==> config.mk <==
export PLATFORM = sky130hd
export DESIGN_NAME = radix_number_entry_stack
export DESIGN_NICKNAME = d
export VERILOG_FILES = /design/src/design/rnes_pkg.sv /design/src/design/rnes_entry.sv /design/src/design/rnes_frac_div.sv /design/src/design/radix_number_entry_stack.sv
export SDC_FILE = /design/constraint.sdc
export NUM_CORES = 2
export LEC_CHECK = 0
export ABC_AREA = 1
export BUFFER_PORTS_ARGS = -buffer_cell sky130_fd_sc_hd__buf_4
export CORE_MARGIN = 2
export CORE_UTILIZATION = 58
export DETAILED_ROUTE_END_ITERATION = 6
export PLACE_DENSITY = 0.77
export SKIP_CTS_REPAIR_TIMING = 1
export SYNTH_ARGS = -nofsm -noshare
export SYNTH_HDL_FRONTEND = slang
export SYNTH_SLANG_ARGS = --single-unit
==> constraint.sdc <==
create_clock -name clock -period 7.6 [get_ports clock]
set_input_delay 0.76 -clock clock [delete_from_list [all_inputs] [get_ports clock]]
set_output_delay 0.76 -clock clock [all_outputs]
set_load 0.1 [all_outputs]
==> src/design/rnes_pkg.sv <==
// Shared types and constants for the radix number-entry stack.
`timescale 1ns / 1ps

package rnes_pkg;

   localparam int MODE_W      = 2;
   localparam int CHAR_W      = 8;
   localparam int RADIX_W     = 2;
   localparam int STATUS_W    = 3;
   localparam int DEPTH_OUT_W = 5;
   localparam int FRAC_W      = 64;
   localparam int QUOT_W      = 32;
   localparam int VALUE_W     = 64;
   localparam int DIGIT_CNT_W = 4;
   localparam int FLAGS_W     = 2;

   localparam logic [MODE_W-1:0] MODE_CHAR = 2'd0;
   localparam logic [MODE_W-1:0] MODE_POP  = 2'd1;
   localparam logic [MODE_W-1:0] MODE_DUP  = 2'd2;

   localparam logic [RADIX_W-1:0] RADIX_DEC = 2'd0;
   localparam logic [RADIX_W-1:0] RADIX_BIN = 2'd1;
   localparam logic [RADIX_W-1:0] RADIX_OCT = 2'd2;
   localparam logic [RADIX_W-1:0] RADIX_HEX = 2'd3;

   localparam logic [STATUS_W-1:0] STATUS_OK        = 3'd0;
   localparam logic [STATUS_W-1:0] STATUS_INVALID   = 3'd1;
   localparam logic [STATUS_W-1:0] STATUS_SATURATED = 3'd2;
   localparam logic [STATUS_W-1:0] STATUS_FULL      = 3'd3;
   localparam logic [STATUS_W-1:0] STATUS_EMPTY     = 3'd4;

   localparam logic [CHAR_W-1:0] CHAR_ZERO  = 8'h30;
   localparam logic [CHAR_W-1:0] CHAR_NINE  = 8'h39;
   localparam logic [CHAR_W-1:0] CHAR_A     = 8'h41;
   localparam logic [CHAR_W-1:0] CHAR_F     = 8'h46;
   localparam logic [CHAR_W-1:0] CHAR_POINT = 8'h2E;

   localparam int FLAG_INVALID   = 0;
   localparam int FLAG_SATURATED = 1;

   typedef struct packed {
      logic take;
      logic clear;
   } entry_ctrl_type;

endpackage

==> src/design/rnes_entry.sv <==
// Character decode and integer/fraction accumulation for one number entry.
`timescale 1ns / 1ps

module rnes_entry #(
   parameter int INT_BITS    = 32,
   parameter int FRAC_DIGITS = 15
) (
   input  logic                                clock,
   input  logic                                reset,
   input  rnes_pkg::entry_ctrl_type            ctrl,
   input  logic [rnes_pkg::CHAR_W-1:0]         char_code,
   input  logic [rnes_pkg::RADIX_W-1:0]        radix_select,
   output logic [INT_BITS-1:0]                 integer_accum,
   output logic [rnes_pkg::FRAC_W-1:0]         frac_numerator,
   output logic [rnes_pkg::FRAC_W-1:0]         frac_denominator,
   output logic [rnes_pkg::FLAGS_W-1:0]        entry_flags
);

   localparam logic [rnes_pkg::FRAC_W-1:0] INT_LIMIT =
      (rnes_pkg::FRAC_W'(1) << INT_BITS) - rnes_pkg::FRAC_W'(1);
   localparam logic [rnes_pkg::DIGIT_CNT_W-1:0] MAX_DIGITS =
      rnes_pkg::DIGIT_CNT_W'(FRAC_DIGITS);

   logic [INT_BITS-1:0]                 accum_ff, accum_in;
   logic [rnes_pkg::FRAC_W-1:0]         num_ff, num_in;
   logic [rnes_pkg::FRAC_W-1:0]         den_ff, den_in;
   logic [rnes_pkg::DIGIT_CNT_W-1:0]    count_ff, count_in;
   logic                                seen_ff, seen_in;
   logic [rnes_pkg::FLAGS_W-1:0]        flags_ff, flags_in;

   logic                                is_point, is_dec, is_hex, valid_digit, bad;
   logic [3:0]                          digit, digit_use;
   logic [4:0]                          radix;
   logic [rnes_pkg::FRAC_W-1:0]         int_sum;
   logic                                sat;

   function automatic logic [4:0] radix_value(input logic [rnes_pkg::RADIX_W-1:0] sel);
      logic [4:0] r;
      unique case (sel)
         rnes_pkg::RADIX_DEC: r = 5'd10;
         rnes_pkg::RADIX_BIN: r = 5'd2;
         rnes_pkg::RADIX_OCT: r = 5'd8;
         default:             r = 5'd16;
      endcase
      return r;
   endfunction

   function automatic logic [rnes_pkg::FRAC_W-1:0] scale(
      input logic [rnes_pkg::FRAC_W-1:0] x,
      input logic [rnes_pkg::RADIX_W-1:0] sel
   );
      logic [rnes_pkg::FRAC_W-1:0] y;
      unique case (sel)
         rnes_pkg::RADIX_DEC: y = (x << 3) + (x << 1);
         rnes_pkg::RADIX_BIN: y = x << 1;
         rnes_pkg::RADIX_OCT: y = x << 3;
         default:             y = x << 4;
      endcase
      return y;
   endfunction

   always_comb begin
      is_point = (char_code == rnes_pkg::CHAR_POINT);
      is_dec   = (char_code >= rnes_pkg::CHAR_ZERO) && (char_code <= rnes_pkg::CHAR_NINE);
      is_hex   = (char_code >= rnes_pkg::CHAR_A) && (char_code <= rnes_pkg::CHAR_F);
      radix    = radix_value(radix_select);
      if (is_dec) begin
         digit = 4'(char_code - rnes_pkg::CHAR_ZERO);
      end else if (is_hex) begin
         digit = 4'(char_code - rnes_pkg::CHAR_A + 8'd10);
      end else begin
         digit = 4'd0;
      end
      valid_digit = (is_dec || is_hex) && ({1'b0, digit} < radix);
      digit_use   = valid_digit ? digit : 4'd0;
      bad         = !valid_digit;
      int_sum     = scale(rnes_pkg::FRAC_W'(accum_ff), radix_select)
                    + rnes_pkg::FRAC_W'(digit_use);
      sat         = (int_sum > INT_LIMIT);

      accum_in = accum_ff;
      num_in   = num_ff;
      den_in   = den_ff;
      count_in = count_ff;
      seen_in  = seen_ff;
      flags_in = flags_ff;
      if (ctrl.clear) begin
         accum_in = '0;
         num_in   = '0;
         den_in   = rnes_pkg::FRAC_W'(1);
         count_in = '0;
         seen_in  = 1'b0;
         flags_in = '0;
      end else if (ctrl.take) begin
         if (is_point && !seen_ff) begin
            seen_in = 1'b1;
         end else begin
            if (bad) begin
               flags_in[rnes_pkg::FLAG_INVALID] = 1'b1;
            end
            if (!seen_ff) begin
               if (sat) begin
                  accum_in = '1;
                  flags_in[rnes_pkg::FLAG_SATURATED] = 1'b1;
               end else begin
                  accum_in = int_sum[INT_BITS-1:0];
               end
            end else if (count_ff < MAX_DIGITS) begin
               num_in   = scale(num_ff, radix_select) + rnes_pkg::FRAC_W'(digit_use);
               den_in   = scale(den_ff, radix_select);
               count_in = count_ff + rnes_pkg::DIGIT_CNT_W'(1);
            end
         end
      end
   end

   always_ff @(posedge clock) begin
      if (reset) begin
         accum_ff <= '0;
         num_ff   <= '0;
         den_ff   <= rnes_pkg::FRAC_W'(1);
         count_ff <= '0;
         seen_ff  <= 1'b0;
         flags_ff <= '0;
      end else begin
         accum_ff <= accum_in;
         num_ff   <= num_in;
         den_ff   <= den_in;
         count_ff <= count_in;
         seen_ff  <= seen_in;
         flags_ff <= flags_in;
      end
   end

   assign integer_accum    = accum_ff;
   assign frac_numerator   = num_ff;
   assign frac_denominator = den_ff;
   assign entry_flags      = flags_ff;

endmodule

==> src/design/rnes_frac_div.sv <==
// Bit-serial restoring divider forming the 32-bit fraction of an entry.
`timescale 1ns / 1ps

module rnes_frac_div (
   input  logic                              clock,
   input  logic                              reset,
   input  logic                              start,
   input  logic [rnes_pkg::FRAC_W-1:0]       numerator,
   input  logic [rnes_pkg::FRAC_W-1:0]       denominator,
   output logic [rnes_pkg::QUOT_W-1:0]       quotient,
   output logic                              done
);

   localparam int CNT_W = $clog2(rnes_pkg::QUOT_W);
   localparam logic [CNT_W-1:0] LAST_STEP = CNT_W'(rnes_pkg::QUOT_W - 1);

   logic                           busy_ff, busy_in;
   logic                           done_ff, done_in;
   logic [CNT_W-1:0]               cnt_ff, cnt_in;
   logic [rnes_pkg::FRAC_W-1:0]    rem_ff, rem_in;
   logic [rnes_pkg::FRAC_W-1:0]    den_ff, den_in;
   logic [rnes_pkg::QUOT_W-1:0]    q_ff, q_in;
   logic [rnes_pkg::FRAC_W-1:0]    rem_shl;

   always_comb begin
      rem_shl = rem_ff << 1;
      busy_in = busy_ff;
      done_in = 1'b0;
      cnt_in  = cnt_ff;
      rem_in  = rem_ff;
      den_in  = den_ff;
      q_in    = q_ff;
      if (start) begin
         busy_in = 1'b1;
         cnt_in  = '0;
         rem_in  = numerator;
         den_in  = (denominator == '0) ? rnes_pkg::FRAC_W'(1) : denominator;
         q_in    = '0;
      end else if (busy_ff) begin
         if (rem_shl >= den_ff) begin
            rem_in = rem_shl - den_ff;
            q_in   = {q_ff[rnes_pkg::QUOT_W-2:0], 1'b1};
         end else begin
            rem_in = rem_shl;
            q_in   = {q_ff[rnes_pkg::QUOT_W-2:0], 1'b0};
         end
         cnt_in = cnt_ff + CNT_W'(1);
         if (cnt_ff == LAST_STEP) begin
            busy_in = 1'b0;
            done_in = 1'b1;
         end
      end
   end

   always_ff @(posedge clock) begin
      if (reset) begin
         busy_ff <= 1'b0;
         done_ff <= 1'b0;
         cnt_ff  <= '0;
      end else begin
         busy_ff <= busy_in;
         done_ff <= done_in;
         cnt_ff  <= cnt_in;
      end
   end

   always_ff @(posedge clock) begin
      rem_ff <= rem_in;
      den_ff <= den_in;
      q_ff   <= q_in;
   end

   assign quotient = q_ff;
   assign done     = done_ff;

endmodule

==> src/design/radix_number_entry_stack.sv <==
// Top level: request sequencing, value stack memory and response register.
//
//  channel | direction | handshake           | payload
//  req     | in        | req_valid/req_ready | req_mode, req_char_code, req_last
//  rsp     | out       | rsp_valid/rsp_ready | rsp_top_value, rsp_depth, rsp_status
//  csr     | in        | csr_valid/csr_ready | csr_radix_select
//
// Entry character without last: execute, then back to idle. Pop, duplicate: through
// the stack memory's registered read. Final character: start, wait on the 32-step
// fraction divider, push, then read. Synchronous reset; no clearing pass, the
// stack is read only below its depth. A request is taken while a response still
// waits; the sequencer holds in its last state until the response register frees.
`timescale 1ns / 1ps

module radix_number_entry_stack #(
   parameter int STACK_DEPTH = 16,
   parameter int FRAC_DIGITS = 15,
   parameter int INT_BITS    = 32
) (
   input  logic                                  clock,
   input  logic                                  reset,
   input  logic                                  req_valid,
   output logic                                  req_ready,
   input  logic [rnes_pkg::MODE_W-1:0]           req_mode,
   input  logic [rnes_pkg::CHAR_W-1:0]           req_char_code,
   input  logic                                  req_last,
   output logic                                  rsp_valid,
   input  logic                                  rsp_ready,
   output logic [rnes_pkg::VALUE_W-1:0]          rsp_top_value,
   output logic [rnes_pkg::DEPTH_OUT_W-1:0]      rsp_depth,
   output logic [rnes_pkg::STATUS_W-1:0]         rsp_status,
   input  logic                                  csr_valid,
   output logic                                  csr_ready,
   input  logic [rnes_pkg::RADIX_W-1:0]          csr_radix_select
);

   localparam int DW = $clog2(STACK_DEPTH + 1);
   localparam int AW = (STACK_DEPTH > 1) ? $clog2(STACK_DEPTH) : 1;
   localparam logic [DW-1:0] FULL_DEPTH = DW'(STACK_DEPTH);

   localparam logic [2:0] S_IDLE  = 3'd0;
   localparam logic [2:0] S_EXEC  = 3'd1;
   localparam logic [2:0] S_START = 3'd2;
   localparam logic [2:0] S_DIV   = 3'd3;
   localparam logic [2:0] S_PUSH  = 3'd4;
   localparam logic [2:0] S_COPY  = 3'd5;
   localparam logic [2:0] S_READ  = 3'd6;
   localparam logic [2:0] S_RESP  = 3'd7;

   logic [2:0]                          state_ff, state_in;
   logic [DW-1:0]                       depth_ff, depth_in;
   logic [rnes_pkg::STATUS_W-1:0]       status_ff, status_in;
   logic [rnes_pkg::RADIX_W-1:0]        radix_ff;
   logic [rnes_pkg::MODE_W-1:0]         mode_ff;
   logic [rnes_pkg::CHAR_W-1:0]         char_ff;
   logic                                last_ff;

   logic                                rsp_valid_ff;
   logic [rnes_pkg::VALUE_W-1:0]        rsp_top_ff;
   logic [rnes_pkg::DEPTH_OUT_W-1:0]    rsp_depth_ff;
   logic [rnes_pkg::STATUS_W-1:0]       rsp_status_ff;
   logic                                rsp_load;

   logic [rnes_pkg::VALUE_W-1:0]        mem [STACK_DEPTH];
   logic                                mem_we, rd_en;
   logic [AW-1:0]                       wr_addr, rd_addr;
   logic [rnes_pkg::VALUE_W-1:0]        wr_data, rd_data_ff;

   rnes_pkg::entry_ctrl_type            entry_ctrl;
   logic [INT_BITS-1:0]                 integer_accum;
   logic [rnes_pkg::FRAC_W-1:0]         frac_numerator, frac_denominator;
   logic [rnes_pkg::FLAGS_W-1:0]        entry_flags;
   logic                                div_start, div_done;
   logic [rnes_pkg::QUOT_W-1:0]         quotient;

   logic                                empty, full, accept;
   logic [DW-1:0]                       depth_m1;

   rnes_entry #(
      .INT_BITS    (INT_BITS),
      .FRAC_DIGITS (FRAC_DIGITS)
   ) u_entry (
      .clock            (clock),
      .reset            (reset),
      .ctrl             (entry_ctrl),
      .char_code        (char_ff),
      .radix_select     (radix_ff),
      .integer_accum    (integer_accum),
      .frac_numerator   (frac_numerator),
      .frac_denominator (frac_denominator),
      .entry_flags      (entry_flags)
   );

   rnes_frac_div u_div (
      .clock       (clock),
      .reset       (reset),
      .start       (div_start),
      .numerator   (frac_numerator),
      .denominator (frac_denominator),
      .quotient    (quotient),
      .done        (div_done)
   );

   assign empty     = (depth_ff == '0);
   assign full      = (depth_ff >= FULL_DEPTH);
   assign depth_m1  = depth_ff - DW'(1);
   assign req_ready = (state_ff == S_IDLE);
   assign accept    = req_valid && req_ready;
   assign csr_ready = 1'b1;

   always_comb begin
      state_in   = state_ff;
      depth_in   = depth_ff;
      status_in  = status_ff;
      entry_ctrl = '0;
      div_start  = 1'b0;
      mem_we     = 1'b0;
      wr_addr    = depth_ff[AW-1:0];
      wr_data    = rd_data_ff;
      rd_en      = 1'b0;
      rd_addr    = depth_m1[AW-1:0];
      rsp_load   = 1'b0;
      unique case (state_ff)
         S_IDLE: begin
            if (accept) begin
               state_in = S_EXEC;
            end
         end
         S_EXEC: begin
            status_in = rnes_pkg::STATUS_OK;
            unique case (mode_ff)
               rnes_pkg::MODE_CHAR: begin
                  entry_ctrl.take = 1'b1;
                  state_in = last_ff ? S_START : S_IDLE;
               end
               rnes_pkg::MODE_POP: begin
                  if (empty) begin
                     status_in = rnes_pkg::STATUS_EMPTY;
                  end else begin
                     depth_in = depth_m1;
                  end
                  state_in = S_READ;
               end
               rnes_pkg::MODE_DUP: begin
                  if (empty) begin
                     status_in = rnes_pkg::STATUS_EMPTY;
                     state_in  = S_READ;
                  end else if (full) begin
                     status_in = rnes_pkg::STATUS_FULL;
                     state_in  = S_READ;
                  end else begin
                     rd_en    = 1'b1;
                     state_in = S_COPY;
                  end
               end
               default: begin
                  state_in = S_IDLE;
               end
            endcase
         end
         S_START: begin
            div_start = 1'b1;
            state_in  = S_DIV;
         end
         S_DIV: begin
            if (div_done) begin
               state_in = S_PUSH;
            end
         end
         S_PUSH: begin
            if (full) begin
               status_in = rnes_pkg::STATUS_FULL;
            end else begin
               mem_we   = 1'b1;
               wr_data  = {rnes_pkg::QUOT_W'(integer_accum), quotient};
               depth_in = depth_ff + DW'(1);
               if (entry_flags[rnes_pkg::FLAG_INVALID]) begin
                  status_in = rnes_pkg::STATUS_INVALID;
               end else if (entry_flags[rnes_pkg::FLAG_SATURATED]) begin
                  status_in = rnes_pkg::STATUS_SATURATED;
               end
            end
            entry_ctrl.clear = 1'b1;
            state_in = S_READ;
         end
         S_COPY: begin
            mem_we   = 1'b1;
            depth_in = depth_ff + DW'(1);
            state_in = S_READ;
         end
         S_READ: begin
            rd_en    = !empty;
            state_in = S_RESP;
         end
         S_RESP: begin
            if (!rsp_valid_ff || rsp_ready) begin
               rsp_load = 1'b1;
               state_in = S_IDLE;
            end
         end
         default: begin
            state_in = S_IDLE;
         end
      endcase
   end

   always_ff @(posedge clock) begin
      if (reset) begin
         state_ff     <= S_IDLE;
         depth_ff     <= '0;
         radix_ff     <= rnes_pkg::RADIX_DEC;
         rsp_valid_ff <= 1'b0;
      end else begin
         state_ff <= state_in;
         depth_ff <= depth_in;
         if (csr_valid && csr_ready) begin
            radix_ff <= csr_radix_select;
         end
         if (rsp_load) begin
            rsp_valid_ff <= 1'b1;
         end else if (rsp_ready) begin
            rsp_valid_ff <= 1'b0;
         end
      end
   end

   always_ff @(posedge clock) begin
      status_ff <= status_in;
      if (accept) begin
         mode_ff <= req_mode;
         char_ff <= req_char_code;
         last_ff <= req_last;
      end
      if (rsp_load) begin
         rsp_top_ff    <= empty ? '0 : rd_data_ff;
         rsp_depth_ff  <= rnes_pkg::DEPTH_OUT_W'(depth_ff);
         rsp_status_ff <= status_ff;
      end
   end

   always_ff @(posedge clock) begin
      if (mem_we) begin
         mem[wr_addr] <= wr_data;
      end
      if (rd_en) begin
         rd_data_ff <= mem[rd_addr];
      end
   end

   assign rsp_valid     = rsp_valid_ff;
   assign rsp_top_value = rsp_top_ff;
   assign rsp_depth     = rsp_depth_ff;
   assign rsp_status    = rsp_status_ff;

endmodule
; ---- Yosys cells after proc, flatten, opt, wreduce, memory -nomap -nowiden
; Memories as Yosys holds them, arrays and structs flattened. A register that Yosys moved wholly into a read port is not among the register bits.
; Cells that the tools add are included.
[op_classes]
n_reduce_logical = 31
muxes = 58
order_cmp = 9
bitwise = 4
addsub = 13
n_eq_ne = 20
[ops]
columns = cell, n
row1 = two-way mux 63 bit, 8
row2 = one-hot mux 64 bit (3 select lines), 2
row3 = one-hot mux 63 bit (3 select lines), 1
row4 = two-way mux 64 bit, 2
row5 = adder 64 x 4 -> 64 bit, 1
row6 = adder 64 bit, 1
row7 = greater-or-equal comparator 64 bit, 1
row8 = greater-than comparator 64 x 32 -> 1 bit (second input constant), 1
row9 = zero test 64 bit, 1
row10 = adder 63 x 4 -> 63 bit, 1
row11 = adder 63 bit, 1
row12 = subtractor 63 bit, 1
row13 = adder 35 x 33 -> 36 bit, 1
row14 = two-way mux 32 bit, 1
row15 = one-hot mux 5 bit (3 select lines), 2
row16 = two-way mux 3 bit, 9
row17 = one-hot mux 3 bit (7 select lines), 1
row18 = two-way mux 1 bit, 18
row19 = two-way mux 5 bit, 3
row20 = equality test 3 bit (second input constant), 4
row21 = two-way mux 4 bit, 3
row22 = one-hot mux 3 bit (2 select lines), 2
row23 = AND reduction 4 bit, 3
row24 = adder 5 x 1 -> 5 bit (second input constant), 2
row25 = 36 further kinds, 65
[word_totals]
ramBits = 1024
memories = 1
ff_bits = 429
inputBits = 18
elab_cells = 160
output_inout_bits = 75
[memory_table]
columns = name, words, word_bits, rd, rd_ports_with_merged_regs, write_ports, line
row1 = mem, 16, 64, 1, 1, 1, radix_number_entry_stack.sv:64  ; logic [rnes_pkg::VALUE_W-1:0] mem [STACK_DEPTH];

; ---- Depth between registers and ports, before layout
[depth]
depth_word = 10
mapped_depth = 40
ltp_nobuf = 39

; ---- By module
; Synthesis repeated with hierarchy kept, for this count alone.
[hier_totals]
cells_unflattened = 10236
hier_area_um2 = 85331.8
[modules_own_cells]
columns = module, instances, seq_area_each_um2, area_per_inst_um2, cells_each
row1 = radix_number_entry_stack, 1, 35474.0, 46997.6, 3564
row2 = rnes_entry, 1, 3343.2, 24881.4, 4560
row3 = rnes_frac_div, 1, 4594.4, 13452.9, 2112

; ---- Worst setup path after synthesis
; No wires, ideal clock.
[synth_path]
path_type = flip-flop to flip-flop
start = register depth_ff[0]
end = register rd_data_ff[0] (netlist name), read port of mem, enable pin
arrival_time_ns = 6.927
setup_slack_ns = 0.089
path_stages_with_launch = 13
required_ns = 7.016
n_path_buf = 5
setup_time_ns = 0.584
period_less_slack_ns = 7.511
cell_sequence = dfxtp_1 > clkbuf_1 > clkbuf_1 > inv_1 > clkbuf_1 > clkbuf_1 > clkbuf_1 > ha_1 > inv_1 > nor2_1 > inv_1 > nor2_1 > o32ai_1
[synth_between]
elab_chain_cells = 5
elab_cells_between_ends = 8
classes_between = 1 x add/sub / 1 x order compare / 4 x mux / 2 x reduce/logical
[synth_rtl]
columns = element, line
row1 = "start, declared", radix_number_entry_stack.sv:51  ; logic [DW-1:0] depth_ff, depth_in;
row2 = "start signal, assigned", radix_number_entry_stack.sv:215  ; depth_ff <= depth_in;
row3 = greater-or-equal comparator 5 bit, radix_number_entry_stack.sv:105  ; assign full = (depth_ff >= FULL_DEPTH);
row4 = two-way mux 1 bit, radix_number_entry_stack.sv:148  ; end else if (full) begin
row5 = two-way mux 1 bit, radix_number_entry_stack.sv:145  ; if (empty) begin
row6 = two-way mux 1 bit, radix_number_entry_stack.sv:131  ; unique case (mode_ff)
row7 = one-hot mux 1 bit (2 select lines) *, radix_number_entry_stack.sv:123  ; unique case (state_ff)
row8 = via rd_en, radix_number_entry_stack.sv:65  ; logic mem_we, rd_en;
row9 = "end, declared", radix_number_entry_stack.sv:67  ; logic [rnes_pkg::VALUE_W-1:0] wr_data, rd_data_ff;
; The timed path passes the listed nets; every way through them passes the cells marked *.
; A chain may end at the register's enable or synchronous reset.

; ---- Worst setup path after layout
[layout_path]
start = register char_ff[0] (netlist name)
end = register u_entry.accum_ff[14], in the netlist u_entry.integer_accum[14]
[layout_between]
elab_chain_cells = 10
elab_cells_between_ends = 22
classes_between = 4 x add/sub / 6 x order compare / 1 x eq/ne / 4 x mux / 1 x bitwise / 6 x reduce/logical
[layout_rtl]
columns = element, line
row1 = "start, declared", radix_number_entry_stack.sv:55  ; logic [rnes_pkg::CHAR_W-1:0] char_ff;
row2 = "start signal, assigned", radix_number_entry_stack.sv:231  ; char_ff <= req_char_code;
row3 = subtractor 4 x 1 -> 4 bit (tied with other cells), rnes_entry.sv:70  ; digit = 4'(char_code - rnes_pkg::CHAR_A + 8'd10);
row4 = adder 4 bit or logical AND 1 bit (tied branches), "rnes_entry.sv:70, rnes_entry.sv:65"
row5 = two-way mux 4 bit, rnes_entry.sv:69  ; end else if (is_hex) begin
row6 = two-way mux 4 bit, rnes_entry.sv:67  ; if (is_dec) begin
row7 = less-than comparator 4 x 5 -> 1 bit, rnes_entry.sv:74  ; valid_digit = (is_dec || is_hex) && ({1'b0, digit} < radix);
row8 = logical AND 1 bit, rnes_entry.sv:74
row9 = two-way mux 4 bit, rnes_entry.sv:75  ; digit_use = valid_digit ? digit : 4'd0;
row10 = adder 64 x 4 -> 64 bit, rnes_entry.sv:78  ; + rnes_pkg::FRAC_W'(digit_use);
row11 = greater-than comparator 64 x 32 -> 1 bit, rnes_entry.sv:79  ; sat = (int_sum > INT_LIMIT);
row12 = two-way mux 32 bit, rnes_entry.sv:102  ; if (sat) begin
row13 = "end signal, assigned", rnes_entry.sv:126  ; accum_ff <= accum_in;
row14 = "end, declared", rnes_entry.sv:24  ; logic [INT_BITS-1:0] accum_ff, accum_in;
; Parallel ways exist; a longest one is shown, timed or not.

==> metrics.yaml <==
status: "completed"
cp-start-kind: "flip-flop"
synth_edf_count: 1301
core_area_um2: 139000
yosysSeqAreaShare_pct: 53.4
initial_core_util_pct: 58.4
period_share_pct: 76.6
power_density_nw_per_um2: 345
syn_to_final_growth_pct: 9.14
setup_violations: 0
dieHeight_um: 378
hpwlAfterDp_um: 166000
fmax_ghz: 0.172
r2r_setup_slack_ns: 1.78
critical-path-top-delay-family: "simple AND/OR/NAND/NOR gates"
max-slew-margin-rel_pct: 22.2
crit_type: "reg -> reg"
cts-buffers-inserted: 155
synth.top_cells.by_area: "edfxtp_1, nand2_1, o21ai_0"
row_count: 137
synthCells: 9058
track_usage_pct: 35.3
wl_per_cell_um: 23.3
crit_fanout: 29
path_buf_inv: 8
grt_max_degree: 161
htree_num_levels: 4
timing.rr.start: "char_ff[0]$_DFFE_PP_"
yosysUniqueCellTypes: 72
clk_pin_slew_ns: 0.06
whs_path_depth: 1
dieArea_um2: 143000
drt_pass1_iterations: 6
num_vias: 67826
grt_pass1_vias: 64390
final_antenna_net_count: 0
end_kind: "flip-flop"
setup_tns_ns: 0
r2r_cells: 34
rsz0062_at_grt: "false"
io_pins: 93
ys_async_sr_fraction_pct: 0
min_to: "char_ff[6]$_DFFE_PP_"
utilization_pct: 63.7
drive_gt1_share_pct: 6.35
die_w_um: 378
ir_drop_mv: 0.535
sw_frac_of_total_pct: 40.2
p_int_mw: 18.3
worst_pin_slew_ns: 1.17
port_buffers: 91
design_area_um2: 88800
final_nets: 9232
post-route-min-period_ns: 5.82
synth.avg_cell_area_um2: 8.98
placed_area_um2: 83600
cpMaxStageDelayCell: "nand2_2"
worstPathRequired_ns: 8.32
drv_cap: 0
arrival_ns: 6.53
numClockSinks: 1517
drt_iter0_markers: 8490
critPathMaxStageDelay_ns: 0.56
holdCritPathClass: "in -> reg"
syn_area_um2: 81300
cpMostUsedCell: "inv_1"
cts_tree: "done"
seqPwrFrac_pct: 35.6
rr_endpoint: "u_entry.integer_accum[14]$_SDFFE_PP0P_"
finalWeightedCongestion: 1.05
n_fill_cell: 11253
synth_area_leader_cell: "edfxtp_1"
wl_um: 256000
yosysWarnings: 0
gr-total-overflow: 0
hold_viol: 0
syn-num-nets: 9317
finalMaxSlewViolations: 0
grt_pass1_wl_um: 384000
ys.flop_type: "edfxtp_1"
netlist.area_leader.share_pct: 48.0
p_leak_nw: 33.8
p_clk_share_pct: 24.8
clk_latency_ns: 0.79
ys_top_cells_by_count: "nand2_1, edfxtp_1, nor2_1"
route.detailed.drc: 0
min_from: "req_char_code[6]"
p_comb_share_pct: 39.6
finClkSkew_ns: 0.0446
antenna_found_initial: 13
synthMostInstantiatedCell: "nand2_1"
cts_buffer_depth: 3
via_per_inst: 6.17
switchingPower_mw: 12.3
synth_seq_cells: 1517
cts_root_buf: "clkbuf_16"
-- cells in the final DEF (no fill, tap or decap), types with 15 or more instances in the layout --
| master | synthesis | layout |
|---|---|---|
| a21oi_1 | 561 | 561 |
| a221oi_1 | 34 | 34 |
| a22oi_1 | 35 | 35 |
| a31oi_1 | 47 | 47 |
| buf_4 | 3 | 199 |
| clkbuf_1 | 370 | 37 |
| clkbuf_16 | 0 | 157 |
| clkbuf_8 | 0 | 15 |
| clkinv_1 | 5 | 23 |
| clkinv_2 | 0 | 28 |
| dfxtp_1 | 216 | 213 |
| edfxtp_1 | 1301 | 1301 |
| ha_1 | 235 | 234 |
| inv_1 | 1028 | 1024 |
| mux2i_1 | 172 | 172 |
| nand2_1 | 1562 | 1561 |
| nand2_2 | 16 | 15 |
| nand3_1 | 344 | 343 |
| nand3b_1 | 37 | 37 |
| nand4_1 | 80 | 80 |
| nor2_1 | 1170 | 1157 |
| nor2_4 | 7 | 20 |
| nor3_1 | 93 | 85 |
| nor4_1 | 28 | 27 |
| o211ai_1 | 49 | 49 |
| o21a_1 | 24 | 24 |
| o21ai_0 | 956 | 956 |
| o21ai_1 | 20 | 20 |
| o221ai_1 | 158 | 158 |
| o22ai_1 | 95 | 95 |
| o32ai_1 | 54 | 53 |
| or2_2 | 19 | 19 |
| xnor2_1 | 47 | 46 |
| xor2_1 | 68 | 67 |
-- registers in the layout (all words and copies together), names as in the netlist, 2 cells and up --
register                  count
state_ff                      3
u_entry.frac_denominator     64
radix_ff                      2
rd_data_ff                   64
rsp_depth                     5
u_entry.integer_accum        32
u_div.quotient               32
mem                        1024
u_entry.frac_numerator       63
status_ff                     3
u_entry.entry_flags           2
u_entry.count_ff              4
u_div.den_ff                 64
char_ff                       8
rsp_status                    3
u_div.rem_ff                 63
rsp_top_value                64
u_div.cnt_ff                  5
mode_ff                       2
depth_ff                      5
-- worst reg2reg max path, delay by kind of cell (launching register included) --
kind                     cells  cell delay, ns
buffers and inverters        8            0.71
flip-flops                   1            0.41
AND/OR/NAND/NOR             20            3.22
adder cells (fa/ha/maj)      3            0.96
AO/OA/AOI/OAI                3            0.45
-- per-layer routing --
| metal | vias to the layer above | share of wire [%] | track usage, % | routed length [um] |
|---|---|---|---|---|
| met5 | - | 0.068 | 0 | 173 |
| met4 | 6 | 5.9 | 19.3 | 15000 |
| met3 | 756 | 9.0 | 5.48 | 23100 |
| met2 | 3740 | 46 | 56.9 | 119000 |
| met1 | 32045 | 39 | 45.7 | 99000 |
| li1 | 31279 | - | - | - |
-- final cells by class --
class,instances,area (um^2),share of cell area (%)
flip-flops and latches,1517,43400,48.9
multi-input cells,6053,32400,36.5
clock buffers,209,4270,4.82
inverters,1045,3950,4.44
well taps,1876,2350,2.64
repair buffers,201,1530,1.73
clock inverters,79,848,0.956
diodes,4,10.0,0.0113
-- stage by stage --
step	setup WS (ns)	hold WS, ns	power (mW)	std cells
6_report	1.78	0.155	30.6	10984
3_3_place_gp	1.99	0.411	22.5	10692
3_5_place_dp	1.88	0.410	22.8	10692
2_1_floorplan	0.0889	0.400	19.1	9058
5_1_grt	1.19	0.141	32.1	10980
4_1_cts	1.85	0.127	30.4	10980
-- cells by family after synthesis --
group,after synthesis,synth area share (%)
buffers and inverters,1488,7.10
DFF,1517,53.4
AOI/OAI and AO/OA,2119,15.1
muxes,172,2.12
adders and majority gates,241,3.76
and+or+nand+nor,3405,17.4
xor gates and xnor gates,115,1.24
other,1,0.00461
-- worst max path at each step --
| stage | slack [ns] | end | cells past startpoint | startpoint |
|---|---|---|---|---|
| after floorplan | 0.09 | rd_data_ff[0]$_DFFE_PP_ | 12 | depth_ff[0]$_SDFFE_PP0P_ |
| after global placement | 1.99 | u_entry.integer_accum[5]$_SDFFE_PP0P_ | 31 | char_ff[0]$_DFFE_PP_ |
| after detailed placement | 1.88 | u_entry.integer_accum[12]$_SDFFE_PP0P_ | 31 | char_ff[0]$_DFFE_PP_ |
| after CTS | 1.85 | u_entry.integer_accum[14]$_SDFFE_PP0P_ | 34 | char_ff[0]$_DFFE_PP_ |
| after global routing | 1.19 | u_entry.integer_accum[8]$_SDFFE_PP0P_ | 31 | char_ff[0]$_DFFE_PP_ |
| final | 1.78 | u_entry.integer_accum[14]$_SDFFE_PP0P_ | 34 | char_ff[0]$_DFFE_PP_ |
-- power by group through the flow --
stage          Sequential, mW  Clock (mW)  Combinational [mW]
2_1_floorplan            10.9           0                8.24
3_3_place_gp             11.0           0                11.5
3_5_place_dp             11.0           0                11.8
4_1_cts                  10.9        7.64                11.9
5_1_grt                  10.9        7.96                13.2
6_report                 10.9        7.60                12.1
No activity file was read; power rests on OpenSTA's default activity.
